--- config.mk ---
export PLATFORM = sky130hd
export DESIGN_NAME = okl_cell
export DESIGN_NICKNAME = d
export VERILOG_FILES = /design/src/rtl/core/okl_pkg.sv /design/src/rtl/core/okl_cell.sv
export SDC_FILE = /design/constraint.sdc
export NUM_CORES = 1
export LEC_CHECK = 0
export BUFFER_PORTS_ARGS = -buffer_cell sky130_fd_sc_hd__clkbuf_2
export CAP_MARGIN = 10
export CORE_MARGIN = 5
export CORE_UTILIZATION = 48
export DETAILED_ROUTE_END_ITERATION = 6
export GPL_TIMING_DRIVEN = 0
export PLACE_DENSITY = 0.88
export REMOVE_ABC_BUFFERS = 1
export SETUP_SLACK_MARGIN = 0.05
export SLEW_MARGIN = 20
export SYNTH_ARGS = -nofsm -noshare
export SYNTH_HDL_FRONTEND = slang
export SYNTH_SLANG_ARGS = --single-unit
--- constraint.sdc ---
create_clock -name i_clk -period 3.8 [get_ports i_clk]
set_input_delay 0 -clock i_clk [delete_from_list [all_inputs] [get_ports i_clk]]
set_output_delay 0 -clock i_clk [all_outputs]
set_load 0.01 [all_outputs]
--- src/rtl/core/okl_pkg.sv ---
`timescale 1ns / 1ps
// ----------------------------------------------------------------------------
// okl_pkg
// Shared types and sizes for the ordered key list and its cell chain.
// ----------------------------------------------------------------------------
package okl_pkg;

    localparam int CAPACITY = 64;
    localparam int KEY_BITS = 32;
    localparam int IDX_W    = $clog2(CAPACITY);
    localparam int CNT_W    = $clog2(CAPACITY + 1);

    typedef enum logic [1:0] {
        OP_INSERT = 2'd0,
        OP_DELETE = 2'd1,
        OP_QUERY  = 2'd2
    } t_op;

    // search transaction travelling down the chain
    typedef struct packed {
        logic                act;
        logic [1:0]          op;
        logic [KEY_BITS-1:0] key;
        logic                hit;
        logic [KEY_BITS-1:0] mkey;
    } t_wave;

    // append write, broadcast to all cells
    typedef struct packed {
        logic                en;
        logic [KEY_BITS-1:0] key;
    } t_wr;

endpackage

--- src/rtl/core/okl_cell.sv ---
`timescale 1ns / 1ps
// ----------------------------------------------------------------------------
// okl_cell
// One list slot: holds a key, compares it against the passing search
// transaction and pulls its right neighbor's key when a delete closes a gap.
// ----------------------------------------------------------------------------
module okl_cell (
    input  logic                         i_clk,
    input  logic                         i_rst_n,
    input  logic [okl_pkg::IDX_W-1:0]    i_idx,
    input  logic [okl_pkg::CNT_W-1:0]    i_count,
    input  okl_pkg::t_wr                 i_wr,
    input  okl_pkg::t_wave               i_wave,
    output okl_pkg::t_wave               o_wave,
    input  logic [okl_pkg::KEY_BITS-1:0] i_right_key,
    input  logic                         i_right_pull,
    output logic [okl_pkg::KEY_BITS-1:0] o_key,
    output logic                         o_pull
);
    import okl_pkg::*;

    logic [KEY_BITS-1:0] r_key;
    t_wave               r_wave;
    t_wave               n_wave;
    logic                live;
    logic                eq;

    always_comb begin
        live   = CNT_W'(i_idx) < i_count;
        eq     = live && (r_key == i_wave.key);
        n_wave = i_wave;
        if (i_wave.act && !i_wave.hit && eq) begin
            n_wave.hit  = 1'b1;
            n_wave.mkey = r_key;
        end
        // entries after the removed one move down one place
        o_pull = i_wave.act && live && i_wave.hit && (i_wave.op == OP_DELETE);
    end

    always_ff @(posedge i_clk) begin
        if (!i_rst_n) begin
            r_wave <= '0;
        end else begin
            r_wave <= n_wave;
        end
    end

    always_ff @(posedge i_clk) begin
        if (i_wr.en && (CNT_W'(i_idx) == i_count)) begin
            r_key <= i_wr.key;
        end else if (i_right_pull) begin
            r_key <= i_right_key;
        end
    end

    assign o_wave = r_wave;
    assign o_key  = r_key;

endmodule
==> results.json <==
{
  "setup_slack_ns": 1.02,
  "maxCapViolCount": 0,
  "status": "finished clean",
  "rsz0062_at_grt": "no",
  "grt_pass1_vias": 5007,
  "p_int_mw": 1.79,
  "synth-edff-count": 32,
  "worstSetupStartpointType": "flop",
  "vias_per_cell": 5.46,
  "slowest_delay_ns": 0.88,
  "syn_area_per_cell_um2": 11.9,
  "drt-initial-drc-count": 239,
  "grt_max_degree": 69,
  "clkPwrFrac": 0.297,
  "power_leakage_nw": 3.23,
  "numCtsBuffers": 9,
  "cts.sinks": 100,
  "start_util": 0.484,
  "fin_skew_ns": 0.0155,
  "hold_ws_ns": 0.407,
  "die_w_um": 106,
  "io_pins": 250,
  "critPathSlowestCell": "nand4_2",
  "synthDistinctLibCells": 36,
  "swShare": 0.252,
  "ant_nets": 0,
  "synth.cell_area_um2": 4390,
  "synthCells": 368,
  "clock_path_buffers": 2,
  "tightest_slew_ns": 1.05,
  "synth_async_sr_flop_share": 0,
  "wl_per_cell_um": 20.1,
  "antenna_found_initial": 0,
  "min_path_type": "primary input to flop",
  "slew_headroom": 0.302,
  "diodes": 0,
  "slew_viol_final": 0,
  "worstPathArrival_ns": 2.99,
  "post-route-min-period_ns": 2.78,
  "drive_gt1_frac": 0.383,
  "gr-total-overflow": 0,
  "path_max_fanout": 33,
  "instances_no_fill": 850,
  "p_per_area_nw_per_um2": 333,
  "ys_seq_elements": 100,
  "clk_latency_ns": 0.34,
  "seq_area_frac_synth": 0.529,
  "gp_congestion": 0.843,
  "area_growth_pct": 63.9,
  "coreArea_um2": 9060,
  "num_vias": 4643,
  "place_hpwl_um": 9840,
  "ir_worst_vdd_uv": 231,
  "die_h_um": 106,
  "cts_resized": 0,
  "nNetsFinal": 889,
  "endpoint_kind": "flop",
  "p_comb_frac": 0.196,
  "dr_wl_met3_um": 1640,
  "clockRootBuffer": "clkbuf_8",
  "path_cells": "xor2_1, nor4_2, nand4_2, o31ai_1, a21boi_1",
  "dr.pass1.iters": 5,
  "route.detailed.drc": 0,
  "ys_dominant_reg_cell": "dfxtp_1",
  "power_mw": 2.40,
  "p_seq_frac": 0.508,
  "ys_warn_count": 0,
  "dieArea_um2": 11200,
  "wl_met2_um": 9020,
  "fin_crit_sh": 0.732,
  "cp.required_ns": 4.01,
  "worstSetupPathType": "flop to flop",
  "routed.top_layer": "met4",
  "h-tree-depth": 3,
  "grt.total_usage": 0.299,
  "rows": 35,
  "cts_tree": "done",
  "switchingPower_mw": 0.604,
  "path_buf_inv": 0,
  "wl_met1_um": 5620,
  "clkTransAtPathRegs_ns": 0.10,
  "crit_family": "simple AND/OR/NAND/NOR gates",
  "grt_pass1_wl_um": 26200,
  "dp_cells": 702,
  "fmax_mhz": 360,
  "hold_viol_final": 0,
  "setup_violations": 0,
  "portBuffers": 249,
  "place_ws_ns": 1.14,
  "wl_um": 17100
}
cell usage after synthesis, types with 2 or more instances:
cell	number	area, µm²
inv_1	6	22.5
nor2_1	2	7.51
xnor2_1	7	61.3
buf_6	6	67.6
a21oi_1	3	15.0
edfxtp_1	32	961
buf_4	4	30.0
dfxtp_1	68	1360
nand4_1	34	213
buf_2	13	65.1
o31ai_1	32	240
ha_1	6	75.1
nor4_2	6	75.1
mux2_1	32	360
nand4b_1	2	17.5
clkbuf_1	7	26.3
and2_1	34	213
a21boi_1	32	240
xor2_1	25	219
flip-flops by register name, indices dropped and copies added (netlist names):
name and cells:
o_wave 68, o_key 32
timing repair:
action,in CTS,in global routing
endpoints found under the hold margin,100,0
setup endpoints to repair,0,0
hold buffers,132,0
setup buffers,0,0
power by group through the flow:
stage / Combinational (mW) / Sequential [mW] / Clock (mW)
3_5_place_dp: 0.338 / 1.24 / 0
5_1_grt: 0.499 / 1.22 / 0.772
6_report: 0.469 / 1.22 / 0.711
3_3_place_gp: 0.324 / 1.23 / 0
4_1_cts: 0.447 / 1.21 / 0.728
2_1_floorplan: 0.113 / 1.27 / 0
cell type report:
cell class,count,area (µm²)
Timing Repair Buffer,386,2630
Sequential cell,100,2320
Fill cell,521,1870
Multi-Input combinational cell,230,1860
Clock buffer,13,170
Tap cell,111,139
Clock inverter,3,41.3
Inverter,7,26.3
logic make-up after synthesis:
group           after synthesis  synth area share
buf+inv                      38            0.0502
fa+ha+maj                     6            0.0171
mux                          32            0.0821
simple gates                 91             0.141
compound gates               69             0.117
flops                       100             0.529
xor+xnor                     32            0.0638
stage by stage:
| stage | area (µm²) | utilization | TNS [ns] |
|---|---|---|---|
| finish | 7200 | 0.794 | 0 |
| global route | 7200 | 0.794 | 0 |
| CTS | 7190 | 0.794 | 0 |
| detailed placement | 5660 | 0.625 | 0 |
| global placement | 5580 | 0.616 | -21.07 |
| floorplan | 4200 | - | 0 |
layer usage:
layer	vias up	GRT usage
met1	2177	0.315
met2	318	0.541
met5	-	0
met3	66	0.0833
li1	2082	-
met4	0	0.154
final timing paths:
kind                             from                     to  slack, ns  cells past startpoint
setup / recovery   o_key[7]$_DFFE_PP_   o_wave[3]$_SDFF_PN0_       1.02                      5
hold / removal                i_rst_n  o_wave[32]$_SDFF_PN0_       0.41                      2
setup reg to reg   o_key[7]$_DFFE_PP_   o_wave[3]$_SDFF_PN0_       1.02                      5
hold reg to reg   o_key[19]$_DFFE_PP_  o_wave[19]$_SDFF_PN0_       0.62                      2
cell usage in the layout, fill, tap and decap left out, types with 2 or more instances in the layout:
master and count:
buf_6 2, nor3_2 2, nor4_2 6, o31ai_1 32, clkbuf_1 2, xnor2_1 7, buf_4 2, mux2_1 32
ha_1 6, nand4b_1 2, xor2_1 25, inv_1 6, clkbuf_8 10, nand4_1 34, dlygate4sd3_1 132, dfxtp_1 68
a21oi_1 3, edfxtp_1 32, clkbuf_2 248, a21boi_1 32, and2_1 34
Power figures use the tool's default switching activity.
